`src/sv/sbas_pkg.sv`:
```
package sbas_pkg;

  localparam int unsigned ProjDim    = 256;
  localparam int unsigned ChunkLen   = 32;
  localparam int unsigned ChunkCount = ProjDim / ChunkLen;
  localparam int unsigned LaneCount  = 8;
  localparam int unsigned RawW       = 17;
  localparam int unsigned LaneSumW   = 14;

  // fp32 of 1.2533141373155003f / 256, exact power-of-two scaling.
  localparam logic [31:0] CoefBits = 32'h3BA06C99;
  localparam logic [31:0] CanonNan = 32'h7FC00000;

  typedef enum logic [1:0] {
    REQ_LOAD  = 2'd0,
    REQ_SCALE = 2'd1,
    REQ_SCORE = 2'd2,
    REQ_NONE  = 2'd3
  } req_e;

  // Decoded fp32 operand: class flags plus normalized 24-bit significand.
  typedef struct packed {
    logic        sign;
    logic        is_zero;
    logic        is_inf;
    logic        is_nan;
    logic signed [10:0] exp;
    logic [23:0] man;
  } fp_t;

  // Product before rounding: 48-bit significand with its exponent.
  typedef struct packed {
    logic        sign;
    logic        is_zero;
    logic        is_inf;
    logic        is_nan;
    logic signed [11:0] exp;
    logic [47:0] man;
  } fprod_t;

  function automatic logic [4:0] lzc24(input logic [23:0] v);
    logic [4:0] n;
    logic       hit;
    n   = 5'd0;
    hit = 1'b0;
    for (int i = 23; i >= 0; i--) begin
      if (!hit && v[i]) begin
        n   = 5'(23 - i);
        hit = 1'b1;
      end
    end
    return n;
  endfunction

  function automatic fp_t fp_unpack(input logic [31:0] b);
    fp_t        r;
    logic [4:0] lz;
    r.sign    = b[31];
    r.is_nan  = (b[30:23] == 8'hFF) && (b[22:0] != 23'd0);
    r.is_inf  = (b[30:23] == 8'hFF) && (b[22:0] == 23'd0);
    r.is_zero = (b[30:0] == 31'd0);
    if (b[30:23] == 8'd0) begin
      lz    = lzc24({1'b0, b[22:0]});
      r.man = {1'b0, b[22:0]} << lz;
      r.exp = 11'sd1 - 11'sd127 - 11'(signed'({1'b0, lz}));
    end else begin
      lz    = 5'd0;
      r.man = {1'b1, b[22:0]};
      r.exp = 11'(signed'({3'b0, b[30:23]})) - 11'sd127;
    end
    return r;
  endfunction

  // Rounds a product (value = man * 2^(exp-47)) to fp32, nearest even.
  function automatic logic [31:0] fp_round(input fprod_t p);
    logic [47:0]        m;
    logic signed [11:0] e;
    logic [49:0]        ext;
    logic [23:0]        sig;
    logic               g, st;
    logic [24:0]        rs;
    logic signed [11:0] sh;
    logic [31:0]        res;
    m = p.man;
    e = p.exp;
    if (!m[47]) begin
      m = m << 1;
      e = e - 12'sd1;
    end
    // m[47] is now the leading one, value = 1.m * 2^e
    if (p.is_nan || (p.is_inf && p.is_zero)) begin
      res = CanonNan;
    end else if (p.is_inf) begin
      res = {p.sign, 8'hFF, 23'd0};
    end else if (p.is_zero) begin
      res = {p.sign, 31'd0};
    end else begin
      sh = 12'sd0;
      if (e < -12'sd126) sh = -12'sd126 - e;
      if (sh > 12'sd30) sh = 12'sd30;
      ext = {m, 2'b00} >> sh[4:0];
      st  = 1'b0;
      for (int i = 0; i < 31; i++) begin
        if (i < int'(sh) && m[i]) st = 1'b1;
      end
      sig = ext[49:26];
      g   = ext[25];
      st  = st | (ext[24:0] != 25'd0);
      rs  = {1'b0, sig} + 25'(g && (st || sig[0]));
      if (sh != 12'sd0) begin
        // subnormal range; a carry into bit 23 makes the smallest normal
        res = {p.sign, 7'd0, rs[23], rs[22:0]};
      end else begin
        if (rs[24]) begin
          e  = e + 12'sd1;
          rs = rs >> 1;
        end
        if (e > 12'sd127) res = {p.sign, 8'hFF, 23'd0};
        else res = {p.sign, 8'(e + 12'sd127), rs[22:0]};
      end
    end
    return res;
  endfunction

  function automatic fprod_t fp_mul_core(input fp_t a, input fp_t b);
    fprod_t r;
    r.sign    = a.sign ^ b.sign;
    r.is_nan  = a.is_nan || b.is_nan;
    r.is_inf  = a.is_inf || b.is_inf;
    r.is_zero = a.is_zero || b.is_zero;
    r.exp     = 12'(a.exp) + 12'(b.exp) + 12'sd1;
    r.man     = a.man * b.man;
    return r;
  endfunction

endpackage

```
`src/sv/sbas_lane.sv`:
```
// One lane: signed sum of one 32-element chunk under its sign bits.
module sbas_lane (
  input  logic [255:0]                       q_i,
  input  logic [31:0]                        bits_i,
  output logic signed [sbas_pkg::LaneSumW-1:0] sum_o
);

  always_comb begin
    logic signed [sbas_pkg::LaneSumW-1:0] t [32];
    logic signed [sbas_pkg::LaneSumW-1:0] q;
    for (int b = 0; b < 32; b++) begin
      q    = sbas_pkg::LaneSumW'(signed'(q_i[b*8 +: 8]));
      t[b] = bits_i[b] ? q : -q;
    end
    // Pairwise adder tree, five levels deep.
    for (int w = 16; w > 0; w = w >> 1) begin
      for (int i = 0; i < w; i++) t[i] = t[2*i] + t[2*i+1];
    end
    sum_o = t[0];
  end

endmodule

```
`config.mk`:
```
export PLATFORM = sky130hd
export DESIGN_NAME = sbas_lane
export DESIGN_NICKNAME = d
export VERILOG_FILES = /design/src/sv/sbas_pkg.sv /design/src/sv/sbas_lane.sv
export SDC_FILE = /design/constraint.sdc
export NUM_CORES = 1
export LEC_CHECK = 0
export BUFFER_PORTS_ARGS = -buffer_cell sky130_fd_sc_hd__buf_2
export CAP_MARGIN = 25
export CORE_MARGIN = 4
export CORE_UTILIZATION = 40
export DETAILED_ROUTE_END_ITERATION = 10
export PLACE_DENSITY = 0.62
export SLEW_MARGIN = 20
export SYNTH_ARGS = -nofsm -noshare
export SYNTH_HDL_FRONTEND = slang
export SYNTH_SLANG_ARGS = --single-unit
```
`constraint.sdc`:
```
create_clock -name vclk -period 10.2
set_input_delay 0.51 -clock vclk [all_inputs]
set_output_delay 0.51 -clock vclk [all_outputs]
set_load 0.1 [all_outputs]
```
# Yosys cells after proc, flatten, opt, wreduce, memory -nomap -nowiden
# Index checks and enable logic that the tools add are counted.
[totals] register_bits=0 input_bits=288 out_inout_bits=14 wordCells=95
[classes] n_addsub=63 muxes=32
[op_table] op="two-way mux 14 bit" n=32
[op_table] op="negation 8 -> 14 bit" n=32
[op_table] op="adder 14 bit" n=31

# Depth between registers and ports, before layout
[depth] word_depth=7 ltp_mapped=31 depth_no_buf=31

# Worst setup path before layout
# Ideal clock, no wire load.
[synth_path] path_kind="input-to-output" startpoint="input port bits_i[4]" endpoint="output port sum_o[12] (netlist bit)" arrival_ps=8475 required_time_ps=9690 path_slack_ps=1215 cell_stages=29 path_buffers=1 cell_sequence="clkbuf_1 > mux2_2 > fa_1 > fa_1 > inv_1 > fa_1 > inv_1 > fa_1 > fa_1 > inv_1 > fa_1 > inv_1 > fa_1 > inv_1 > fa_1 > inv_1 > ha_1 > inv_1 > fa_1 > nor2b_1 > o21ai_1 > a21boi_1 > o21ai_1 > nand2_1 > a21o_1 > a21o_1 > a21o_1 > a21oi_1 > xnor2_1"
[synth_via] elab_chain_len=6
[synth_rtl] item="start: declaration" line_no="sbas_lane.sv:4" text="input logic [31:0] bits_i,"
[synth_rtl] item="two-way mux 14 bit" line_no="sbas_lane.sv:13" text="t[b] = bits_i[b] ? q : -q;"
[synth_rtl] item="adder 14 bit (5 in series)" line_no="sbas_lane.sv:17" text="for (int i = 0; i < w; i++) t[i] = t[2*i] + t[2*i+1];"
[synth_rtl] item="end: declaration" line_no="sbas_lane.sv:5" text="output logic signed [sbas_pkg::LaneSumW-1:0] sum_o"
# Every way passes these cells.

# Final worst setup path
[layout_path] startpoint="input port q_i[56]" endpoint="output port sum_o[13] (netlist bit)"
[layout_via] elab_chain_len=7
[layout_rtl] item="start: declaration" line_no="sbas_lane.sv:3" text="input logic [255:0] q_i,"
[layout_rtl] item="negation 8 -> 14 bit" line_no="sbas_lane.sv:13"
[layout_rtl] item="two-way mux 14 bit (*)" line_no="sbas_lane.sv:13"
[layout_rtl] item="adder 14 bit (*) (5 in series)" line_no="sbas_lane.sv:17"
# Every way passes the cells marked *; elsewhere a longest branch is shown, timed or not.

==> qor_table.md <==
| Group | Result | Value |
|:---|:---|:---|
| die | Ports placed on the boundary | 302 |
| clocking | Setup bufs post-CTS | 0 |
| yosys | Mean area per synthesized cell | 8.720 um2 |
| die | Core region area | 38650 um2 |
| detailed routing | Final ANT Viol Nets | 0 |
| yosys | Warning count from the yosys run | 0 |
| yosys | Count of different cell masters after synthesis | 46 |
| job | Max Cap Viol | 0 |
| cells and area | Area added between synthesis and finish | 12.97% |
| timing | Max-slew headroom | 54.35% |
| cells and area | Leading cell types in the layout, fill and taps excluded | sky130_fd_sc_hd__inv_1, sky130_fd_sc_hd__fa_1, sky130_fd_sc_hd__buf_2 |
| yosys | Gate Count Post-Synth | 1790 |
| detailed routing | Iter 0 DRT Violations | 568 |
| global route | GR Util All Layers | 21.77% |
| detailed routing | Drc violations | 0 |
| timing | Actual transition at the worst max-transition pin | 0.6790 ns |
| yosys | Synth Cell Area | 15610 um2 |
| yosys | Number of nets produced by synthesis | 2503 |
| timing | Final Hold Fails | 0 |
| cells and area | Seq cells | 0 |
| min path | Hold-critical path endpoint | sum_o[1] |
| global route | Pin count of the biggest net entering global routing | 14 |
| detailed routing | Wirelength per Cell | 17.49 um |
| cells and area | Filler cell count | 3848 |
| detailed routing | 1st-pass router iterations | 5 |
| die | Floorplan die area | 42250 um2 |
| critical path | Crit start category | primary input |
| cells and area | Fraction of the core area covered by cells at the end of the flow | 45.63% |
| global route | Final global-route overflow total | 0 |
| placed design | Final weighted congestion of routability-driven global placement | 0.9124 |
| die | Vertical die dimension | 205.5 um |
| cells and area | Count of nets after finishing | 2771 |
| min path | Path class of the lowest-slack min-delay path | primary input to output port |
| critical path | CP Max Fanout | 4 |
| timing | Number of max-slew violations in the final report | 0 |
| timing | Summed negative setup slack over all endpoints | 0 ns |
| critical path | Delay of the slowest cell on the worst path | 0.58 ns |
| placed design | Number of buffers inserted by port buffering | 302 |
| critical path | Worst Setup End Kind | output port |
| critical path | Slowest stage cell on the critical path | sky130_fd_sc_hd__fa_1 |
| placed design | Post-detailed-placement half-perimeter wirelength | 42730 um |
| detailed routing | Drt via density | 4.853 |
| global route | Initial antenna violation count | 2 |
| cells and area | Reg area | 0 um2 |
| timing | RSZ-0062 raised after global routing | no |
| die | Total number of placement rows | 72 |
| timing | Count of endpoints failing setup in the final report | 0 |
| global route | Met3 Usage GRT | 1.812% |
| cells and area | Antenna cell count | 0 |
| detailed routing | Via count | 12490 |
| clocking | Post-cts gate resize count | 0 |
| global route | M2 GR Usage | 38.22% |
| timing | Post-layout minimum cycle time | 8.851 ns |
| min path | Hold Path Stages | 4 |
| global route | Global-route wire length before repair | 71950 um |
| die | Initial standard-cell utilization of the core | 40.39% |
| cells and area | Count of clock-net buffers in the final layout | 0 |
| critical path | Required @ worst endpoint | 9.69 ns |
| global route | GRT met1 Usage | 30.31% |
| cells and area | Leading cell type in the layout, fill and taps excluded | sky130_fd_sc_hd__inv_1 |
| yosys | Sequential cell area fraction in the yosys report | 0% |
| die | Width of the die | 205.5 um |
| global route | GRT busiest layer | met2 |
| min path | Source of the worst hold timing path | q_i[184] |
| critical path | Crit path top cell by count | sky130_fd_sc_hd__fa_1 |
| cells and area | Share of final-layout standard cells stronger than drive strength 1 | 17.75% |
| timing | Share of the clock period used by the worst path after layout | 86.77% |
| critical path | Arrival time worst endpoint | 8.34 ns |
| detailed routing | Total length of routed wires | 45010 um |
| critical path | Crit path kind | primary input to output port |
| status | Status | complete, no violations |
| global route | Vias in the first global route | 13560 |
| clocking | # hold bufs at CTS | 0 |
| timing | Peak clock frequency supported by timing | 113.0 MHz |
worst max-delay path: cells and delay by family:
family	cells	cell delay (ns)
xor gates and xnor gates	2	0.47
adders and majority gates	10	4.64
AOI/OAI and AO/OA	8	1.61
buffers and inverters	9	0.98
and+or+nand+nor	1	0.12
cell usage after synthesis, drive strengths merged:
cell	count	area (um2)
o21ai	31	155.1
xor2	78	683.2
and4bb	3	37.54
nor2	177	666.9
nand2b	24	150.1
or2b	1	8.760
or3	1	6.260
mux2	24	270.3
a21oi	109	564.3
a21o	16	120.1
o21a	5	37.54
inv	440	1652
nor4b	8	122.6
or4	6	45.04
nand2	56	212.7
nor3	81	425.4
and3	3	18.77
fa	363	7267
o41ai	4	35.03
nand3	15	80.08
o21bai	9	67.56
buf	4	15.01
nor2b	2	12.51
xnor3	2	45.04
a31oi	24	150.1
clkbuf	32	120.1
a211oi	1	7.510
o31ai	6	50.05
nor4	21	156.4
a21boi	1	7.510
mux2i	20	225.2
ha	62	775.7
xnor2	161	1418
final cells by class:
type               count  area (um2)  share of cell area (%)
well taps            518       648.1                   3.676
repair buffers       302        1511                   8.572
inverters            440        1652                   9.366
multi-input cells   1314       13820                   78.39
per-layer routing:
metal  part of all wire, %  wire (um)
met5                 0.047         21
met4                   1.7        759
met3                   5.1       2316
met2                    49      22190
met1                    44      19720
per-stage QoR:
stage          cell area [um2]  hold slack [ns]  instances  setup WS, ns
2_1_floorplan            15610            1.704       1790         1.215
3_3_place_gp             17630            1.837       2574         1.298
3_5_place_dp             17630            1.837       2574         1.242
4_1_cts                  17630            1.837       2574         1.227
5_1_grt                  17630            1.853       2574        0.8712
6_report                 17630            1.822       2574         1.349
worst max-delay path by stage:
stage	to	start	cells past startpoint	slack, ns
after floorplan	sum_o[12]	bits_i[4]	29	1.21
after global routing	sum_o[13]	q_i[56]	30	0.87
final	sum_o[13]	q_i[56]	30	1.35
after detailed placement	sum_o[13]	q_i[56]	30	1.24
after CTS	sum_o[13]	q_i[56]	30	1.23
after global placement	sum_o[13]	q_i[56]	30	1.30
cells by family (layout without fill, tap and decap cells):
family | Yosys count | count (layout) | synth area share (%)
AOI/OAI and AO/OA | 206 | 206 | 7.655
xor gates and xnor gates | 241 | 241 | 13.75
adders and majority gates | 425 | 425 | 51.53
buffers and inverters | 476 | 742 | 11.45
muxes | 44 | 44 | 3.174
and+or+nand+nor | 398 | 398 | 12.45
Power is not shown: default switching activity piles up to over one toggle a cycle in this logic, so the estimate is an artifact.
