<file path="src/sv/sbas_pkg.sv">
package sbas_pkg;

  localparam int unsigned ProjDim    = 256;
  localparam int unsigned ChunkLen   = 32;
  localparam int unsigned ChunkCount = ProjDim / ChunkLen;
  localparam int unsigned LaneCount  = 8;
  localparam int unsigned RawW       = 17;
  localparam int unsigned LaneSumW   = 14;

  // fp32 of 1.2533141373155003f / 256, exact power-of-two scaling.
  localparam logic [31:0] CoefBits = 32'h3BA06C99;
  localparam logic [31:0] CanonNan = 32'h7FC00000;

  typedef enum logic [1:0] {
    REQ_LOAD  = 2'd0,
    REQ_SCALE = 2'd1,
    REQ_SCORE = 2'd2,
    REQ_NONE  = 2'd3
  } req_e;

  // Decoded fp32 operand: class flags plus normalized 24-bit significand.
  typedef struct packed {
    logic        sign;
    logic        is_zero;
    logic        is_inf;
    logic        is_nan;
    logic signed [10:0] exp;
    logic [23:0] man;
  } fp_t;

  // Product before rounding: 48-bit significand with its exponent.
  typedef struct packed {
    logic        sign;
    logic        is_zero;
    logic        is_inf;
    logic        is_nan;
    logic signed [11:0] exp;
    logic [47:0] man;
  } fprod_t;

  function automatic logic [4:0] lzc24(input logic [23:0] v);
    logic [4:0] n;
    logic       hit;
    n   = 5'd0;
    hit = 1'b0;
    for (int i = 23; i >= 0; i--) begin
      if (!hit && v[i]) begin
        n   = 5'(23 - i);
        hit = 1'b1;
      end
    end
    return n;
  endfunction

  function automatic fp_t fp_unpack(input logic [31:0] b);
    fp_t        r;
    logic [4:0] lz;
    r.sign    = b[31];
    r.is_nan  = (b[30:23] == 8'hFF) && (b[22:0] != 23'd0);
    r.is_inf  = (b[30:23] == 8'hFF) && (b[22:0] == 23'd0);
    r.is_zero = (b[30:0] == 31'd0);
    if (b[30:23] == 8'd0) begin
      lz    = lzc24({1'b0, b[22:0]});
      r.man = {1'b0, b[22:0]} << lz;
      r.exp = 11'sd1 - 11'sd127 - 11'(signed'({1'b0, lz}));
    end else begin
      lz    = 5'd0;
      r.man = {1'b1, b[22:0]};
      r.exp = 11'(signed'({3'b0, b[30:23]})) - 11'sd127;
    end
    return r;
  endfunction

  // Rounds a product (value = man * 2^(exp-47)) to fp32, nearest even.
  function automatic logic [31:0] fp_round(input fprod_t p);
    logic [47:0]        m;
    logic signed [11:0] e;
    logic [49:0]        ext;
    logic [23:0]        sig;
    logic               g, st;
    logic [24:0]        rs;
    logic signed [11:0] sh;
    logic [31:0]        res;
    m = p.man;
    e = p.exp;
    if (!m[47]) begin
      m = m << 1;
      e = e - 12'sd1;
    end
    // m[47] is now the leading one, value = 1.m * 2^e
    if (p.is_nan || (p.is_inf && p.is_zero)) begin
      res = CanonNan;
    end else if (p.is_inf) begin
      res = {p.sign, 8'hFF, 23'd0};
    end else if (p.is_zero) begin
      res = {p.sign, 31'd0};
    end else begin
      sh = 12'sd0;
      if (e < -12'sd126) sh = -12'sd126 - e;
      if (sh > 12'sd30) sh = 12'sd30;
      ext = {m, 2'b00} >> sh[4:0];
      st  = 1'b0;
      for (int i = 0; i < 31; i++) begin
        if (i < int'(sh) && m[i]) st = 1'b1;
      end
      sig = ext[49:26];
      g   = ext[25];
      st  = st | (ext[24:0] != 25'd0);
      rs  = {1'b0, sig} + 25'(g && (st || sig[0]));
      if (sh != 12'sd0) begin
        // subnormal range; a carry into bit 23 makes the smallest normal
        res = {p.sign, 7'd0, rs[23], rs[22:0]};
      end else begin
        if (rs[24]) begin
          e  = e + 12'sd1;
          rs = rs >> 1;
        end
        if (e > 12'sd127) res = {p.sign, 8'hFF, 23'd0};
        else res = {p.sign, 8'(e + 12'sd127), rs[22:0]};
      end
    end
    return res;
  endfunction

  function automatic fprod_t fp_mul_core(input fp_t a, input fp_t b);
    fprod_t r;
    r.sign    = a.sign ^ b.sign;
    r.is_nan  = a.is_nan || b.is_nan;
    r.is_inf  = a.is_inf || b.is_inf;
    r.is_zero = a.is_zero || b.is_zero;
    r.exp     = 12'(a.exp) + 12'(b.exp) + 12'sd1;
    r.man     = a.man * b.man;
    return r;
  endfunction

endpackage

</file>
<file path="src/sv/sbas_fmul.sv">
// Two-stage fp32 multiplier: register after the product, then round.
module sbas_fmul (
  input  logic        clk_i,
  input  logic        en_i,
  input  logic [31:0] a_i,
  input  logic [31:0] b_i,
  output logic [31:0] p_o
);

  sbas_pkg::fprod_t prod_q;

  always_ff @(posedge clk_i) begin
    if (en_i) prod_q <= sbas_pkg::fp_mul_core(sbas_pkg::fp_unpack(a_i),
                                              sbas_pkg::fp_unpack(b_i));
  end

  assign p_o = sbas_pkg::fp_round(prod_q);

endmodule

</file>
<file path="config.mk">
export PLATFORM = sky130hd
export DESIGN_NAME = sbas_fmul
export DESIGN_NICKNAME = d
export VERILOG_FILES = /design/src/sv/sbas_pkg.sv /design/src/sv/sbas_fmul.sv
export SDC_FILE = /design/constraint.sdc
export NUM_CORES = 2
export LEC_CHECK = 0
export ABC_CLOCK_PERIOD_IN_PS = 13700
export BUFFER_PORTS_ARGS = -buffer_cell sky130_fd_sc_hd__buf_2
export CAP_MARGIN = 20
export CORE_MARGIN = 2
export CORE_UTILIZATION = 55
export CTS_CLUSTER_SIZE = 12
export DETAILED_ROUTE_END_ITERATION = 8
export GPL_TIMING_DRIVEN = 1
export PLACE_DENSITY = 0.76
export REMOVE_ABC_BUFFERS = 1
export SLEW_MARGIN = 20
export SYNTH_ARGS = -nofsm -noshare
export SYNTH_HDL_FRONTEND = slang
export SYNTH_SLANG_ARGS = --single-unit
export TNS_END_PERCENT = 100
</file>
<file path="constraint.sdc">
create_clock -name clk_i -period 13.7 [get_ports clk_i]
set_input_delay 2.74 -clock clk_i [delete_from_list [all_inputs] [get_ports clk_i]]
set_output_delay 2.74 -clock clk_i [all_outputs]
set_load 0.03 [all_outputs]
</file>
# Word-level counts from Yosys, hierarchy flattened
# Cells that the tools add are included.
[totals]
ff_bits = 64
out_inout_bits = 32
word_cells = 440
in_bits = 66
[op_classes]
add_sub_neg = 11
mul = 1
order_cmp = 34
shift = 3
n_bitwise = 2
n_eq_ne = 2
n_mux = 241
reduce_logical = 140
[ops]
columns = ["op", "count"]
rows = [
  ["2-to-1 mux 5 bit", 47],
  ["less-than comparator 6 x 12 -> 1 bit, first input constant", 15],
  ["2-to-1 mux 1 bit", 168],
  ["2-to-1 mux 12 bit", 14],
  ["2-to-1 mux 35 bit", 4],
  ["2-to-1 mux 31 bit", 4],
  ["less-than comparator 5 x 12 -> 1 bit, first input constant", 8],
  ["logical AND 1 bit", 81],
  ["zero test 31 bit", 2],
  [">> shifter 50 x 5 -> 50 bit", 1],
  ["less-than comparator 4 x 12 -> 1 bit, first input constant", 4],
  ["multiplier 24 x 24 -> 48 bit", 1],
  ["2-to-1 mux 48 bit", 1],
  ["left shift 23 x 5 -> 24 bit", 2],
  ["zero test 23 bit", 2],
  ["nonzero test 23 bit", 2],
  ["zero test 1 bit", 44],
  ["2-to-1 mux 32 bit", 1],
  ["adder 24 x 1 -> 25 bit", 1],
  ["nonzero test 25 bit", 1],
  ["adder 12 x 2 -> 12 bit, second input constant", 2],
  ["less-than comparator 3 x 12 -> 1 bit, first input constant", 2],
  ["2-to-1 mux 23 bit", 1],
  ["subtractor 8 x 6 -> 9 bit, first input constant", 2],
  ["other kinds (17)", 24],
]

# Logic depth before layout (Yosys ltp)
[logic_depth]
ltp_word = 118
mapped_depth = 50
ltp_nobuf = 47

# Worst setup path before layout
# No wires, ideal clock.
[synth_path]
path_type = "input to register"
from = "input b_i[17]"
to = "register prod_q[47] (netlist bit), data pin"
slack_ns = 0.032
setup_ns = 0.260
t_arrival_ns = 13.408
stages = 41
required_ns = 13.440
n_path_buf = 2
path_cell_list = "or4_1 -> or4_1 -> or4_1 -> or3_1 -> clkbuf_1 -> o32a_1 -> o21ai_0 -> a21o_1 -> buf_1 -> mux2i_1 -> mux2i_1 -> mux2i_1 -> o22ai_1 -> nand2_1 -> a21boi_1 -> nor2_1 -> fa_1 -> fa_1 -> [... 5 more ...] -> inv_1 -> fa_1 -> ha_1 -> a21o_1 -> a21oi_1 -> nor2b_1 -> nor2_1 -> o22a_1 -> o211ai_1 -> a31oi_1 -> a21oi_1 -> a221o_1 -> a21o_1 -> a21oi_1 -> o21ai_0 -> a31o_2 -> a21oi_1 -> xnor2_1"
[synth_between]
elab_chain_cells = 93
elab_cells_between_ends = 110
cone_classes = "1 x mul; 1 x shift; 73 x mux; 35 x reduce/logical"
[synth_rtl]
columns = ["item", "line", "text"]
rows = [
  ["from (decl)", "sbas_fmul.sv:6", "input logic [31:0] b_i,"],
  ["logical AND 1 bit", "sbas_pkg.sv:47", "if (!hit && v[i]) begin"],
  ["2-to-1 mux 1 bit", "sbas_pkg.sv:47", ""],
  ["2-to-1 mux 1 bit", "sbas_pkg.sv:62", "if (b[30:23] == 8'd0) begin"],
  ["2-to-1 mux 1 bit", "sbas_fmul.sv:13", "if (en_i) prod_q <= sbas_pkg::fp_mul_core(sbas_pkg::fp_unpack(a_i),"],
  ["zero test 1 bit", "sbas_pkg.sv:47", ""],
  ["logical AND 1 bit", "sbas_pkg.sv:47", ""],
  ["2-to-1 mux 1 bit", "sbas_pkg.sv:47", ""],
  ["2-to-1 mux 1 bit", "sbas_pkg.sv:62", ""],
  ["[... 77 more ...]", "--", ""],
  ["logical AND 1 bit", "sbas_pkg.sv:47", ""],
  ["2-to-1 mux 5 bit", "sbas_pkg.sv:47", ""],
  ["2-to-1 mux 5 bit", "sbas_pkg.sv:62", ""],
  ["2-to-1 mux 5 bit", "sbas_fmul.sv:13", ""],
  ["left shift 23 x 5 -> 24 bit", "sbas_pkg.sv:64", "r.man = {1'b0, b[22:0]} << lz;"],
  ["2-to-1 mux 35 bit *", "sbas_pkg.sv:62", ""],
  ["2-to-1 mux 35 bit *", "sbas_fmul.sv:13", ""],
  ["multiplier 24 x 24 -> 48 bit *", "sbas_pkg.sv:132", "r.man = a.man * b.man;"],
  ["to (signal assigned)", "sbas_fmul.sv:13", ""],
  ["to (decl)", "sbas_fmul.sv:10", "sbas_pkg::fprod_t prod_q;"],
]
# Mark *: on every way between the ends. The rest lies on a longest branch, timed or not. The select of a mux whose other input is x is not followed.
# A chain may end at the register's enable or synchronous reset.

# Worst setup path in the final report
[layout_path]
from = "input b_i[17]"
to = "register prod_q[46] (netlist bit), data pin"
# Same word-level chain as after synthesis.

==> impl_metrics.toml <==
[sta]
setup-violations-final = 0
hold_viol = 0
finalCritPeriodShare_pct = 96.79
worst_pin_slew_ns = 1.239
finalWorstSetupSlack_ns = 0.4399
slew_viol_final = 0
fin_crit_ns = 13.26
relSlewSlack_pct = 16.35
clock.fmax_mhz = 75.41

[synth]
synthArstFlopShare_pct = 0
synth.most_common_cell = "nand2_1"
synth_top_cells_by_count = "nand2_1 (585), inv_1 (548), fa_1 (483)"
synth_top_area_share_pct = 33.22
synth_seq_cells = 64
seq_area_frac_synth_pct = 6.602
synth_edf_count = 64
syn_area_per_cell_um2 = 8.026
synthDistinctLibCells = 87
synth_area_leaders = "fa_1 (33%), ha_1 (8.4%), nand2_1 (7.5%), inv_1 (7.1%), edfxtp_1 (6.6%)"
yosys.area.top_type = "fa_1"
syn_inst = 3627
synth_ff_type = "edfxtp_1"
ys_warn_count = 0
syn_area_um2 = 29110

[floorplanning]
dieHeight_um = 234.1
core-area_um2 = 52450
die-area_um2 = 54780
start_util_pct = 55.51
ios = 98
die_w_um = 234.1
num_rows = 84

[worst_setup_path]
critPathRequiredTime_ns = 13.80
critPathSlowestCell = "or4_1"
crit_fanout = 21
worstSetupPathType = "in -> reg"
critPathCaptureType = "flop"
cp_common_cell = "fa_1"
start_kind = "primary input"
max_stage_delay_ns = 0.54
setup.worst_path.start = "b_i[17]"
arrival_ns = 13.36

[grt]
overflow = 0
grt_pass1_wl_um = 153200
grtUsageTotal_pct = 36.45
grt_pass1_vias = 27340
antenna_found_initial = 7
grt_max_degree = 72

[place]
postPlaceCellArea_um2 = 31200
gp_congestion = 1.037
numPortBuffers = 97
hpwl_um = 80140
pre_cts_ws_ns = -0.08962

[routing]
drc = 0
wire_per_inst_um = 22.21
drt-pass1-iter-count = 6
drtAntennaViolNets = 0
drt-vias-per-instance = 6.156
wl_um = 98040
drt_iter0_markers = 3054
vias = 27170

[min_path]
min_path_type = "in -> reg"
min-delay-start = "a_i[31]"

[clocking]
h-tree-depth = 3
cts_tree = "done"
cts_made_buffers = 9
root_buffer = "clkbuf_16"
clk_pin_slew_ns = 0.06
cts.sinks = 64
cts_max_path_buffers = 2

[job]
maxCapViolCount = 0

[layout]
regMostFlops = "prod_q"
drive_gt1_share_pct = 9.914
syn_to_final_growth_pct = 8.673
largest_reg_flops = 64
final_core_util_pct = 60.32
stdcell_area_um2 = 31640
largestRegisters = "prod_q: 64 flops"
final_nets = 4461

[run_status]
status = "complete, no violations"
==> cells by family (layout without fill, tap and decap cells) <==
kind of cell,Yosys count,count (layout),share of synthesized area (%)
adders and majority gates,678,678,41.60
other,0,4,0
xor gates and xnor gates,120,120,3.610
muxes,167,167,5.923
and+or+nand+nor,1281,1281,19.44
DFF,64,64,6.602
buffers and inverters,717,812,9.348
AOI/OAI and AO/OA,600,600,13.48
==> stage by stage <==
stage          hold slack (ns)  TNS (ns)  instances
2_1_floorplan            2.853    -11.78       3458
3_3_place_gp             3.045  -0.01348       4388
3_5_place_dp             3.050   -0.1166       4388
4_1_cts                  2.668         0       4404
5_1_grt                  2.689  -0.04626       4411
6_report                 2.682         0       4414
==> worst paths after layout <==
path                          endpoint  slack [ns]  depth (start not counted)
hold / removal    prod_q[63]$_DFFE_PP_        2.68                          2
setup / recovery  prod_q[46]$_DFFE_PP_        0.44                         46
==> layer usage <==
layer / part of all wire [%] / routed length [um] / vias up / track usage, %
li1: - / - / 12080 / -
met3: 10 / 9755 / 330 / 6.858
met4: 5.8 / 5718 / 8 / 18.51
met1: 39 / 38330 / 13160 / 47.65
met5: 0.053 / 52 / - / 0
met2: 45 / 44180 / 1590 / 57.98
==> layout by cell type (no fill, tap or decap), types with 64 or more instances in the layout <==
master,instances
nand2_1,583
inv_1,547
fa_1,483
nor2_1,335
ha_1,195
a21oi_1,158
mux2i_1,132
buf_4,132
o21ai_0,99
buf_2,97
xnor2_1,84
nand3_1,66
edfxtp_1,64
==> worst max-delay path: cells and delay by family <==
family / cells / cell delay (ns)
compound gates: 12 / 2.06
mux: 2 / 0.53
fa+ha+maj: 8 / 3.86
buf+inv: 12 / 1.34
xor+xnor: 1 / 0.13
simple gates: 11 / 2.69
==> layout make-up <==
cell class / instances / area, um^2
Antenna cell: 4 / 10.01
Clock inverter: 7 / 48.80
Clock buffer: 9 / 225.2
Inverter: 548 / 2057
Sequential cell: 64 / 1922
Multi-Input combinational cell: 2846 / 24650
Tap cell: 688 / 860.8
Fill cell: 4698 / 20810
Timing Repair Buffer: 248 / 1862
==> repair_timing <==
action	4_1_cts	5_1_grt
resized for setup	0	20
endpoints found under the setup margin	0	10
hold buffers	0	0
setup buffers	0	5
Power is left out: the tool's default activity adds up to more than one toggle a clock period on the data nets, which glitch-free logic cannot reach.
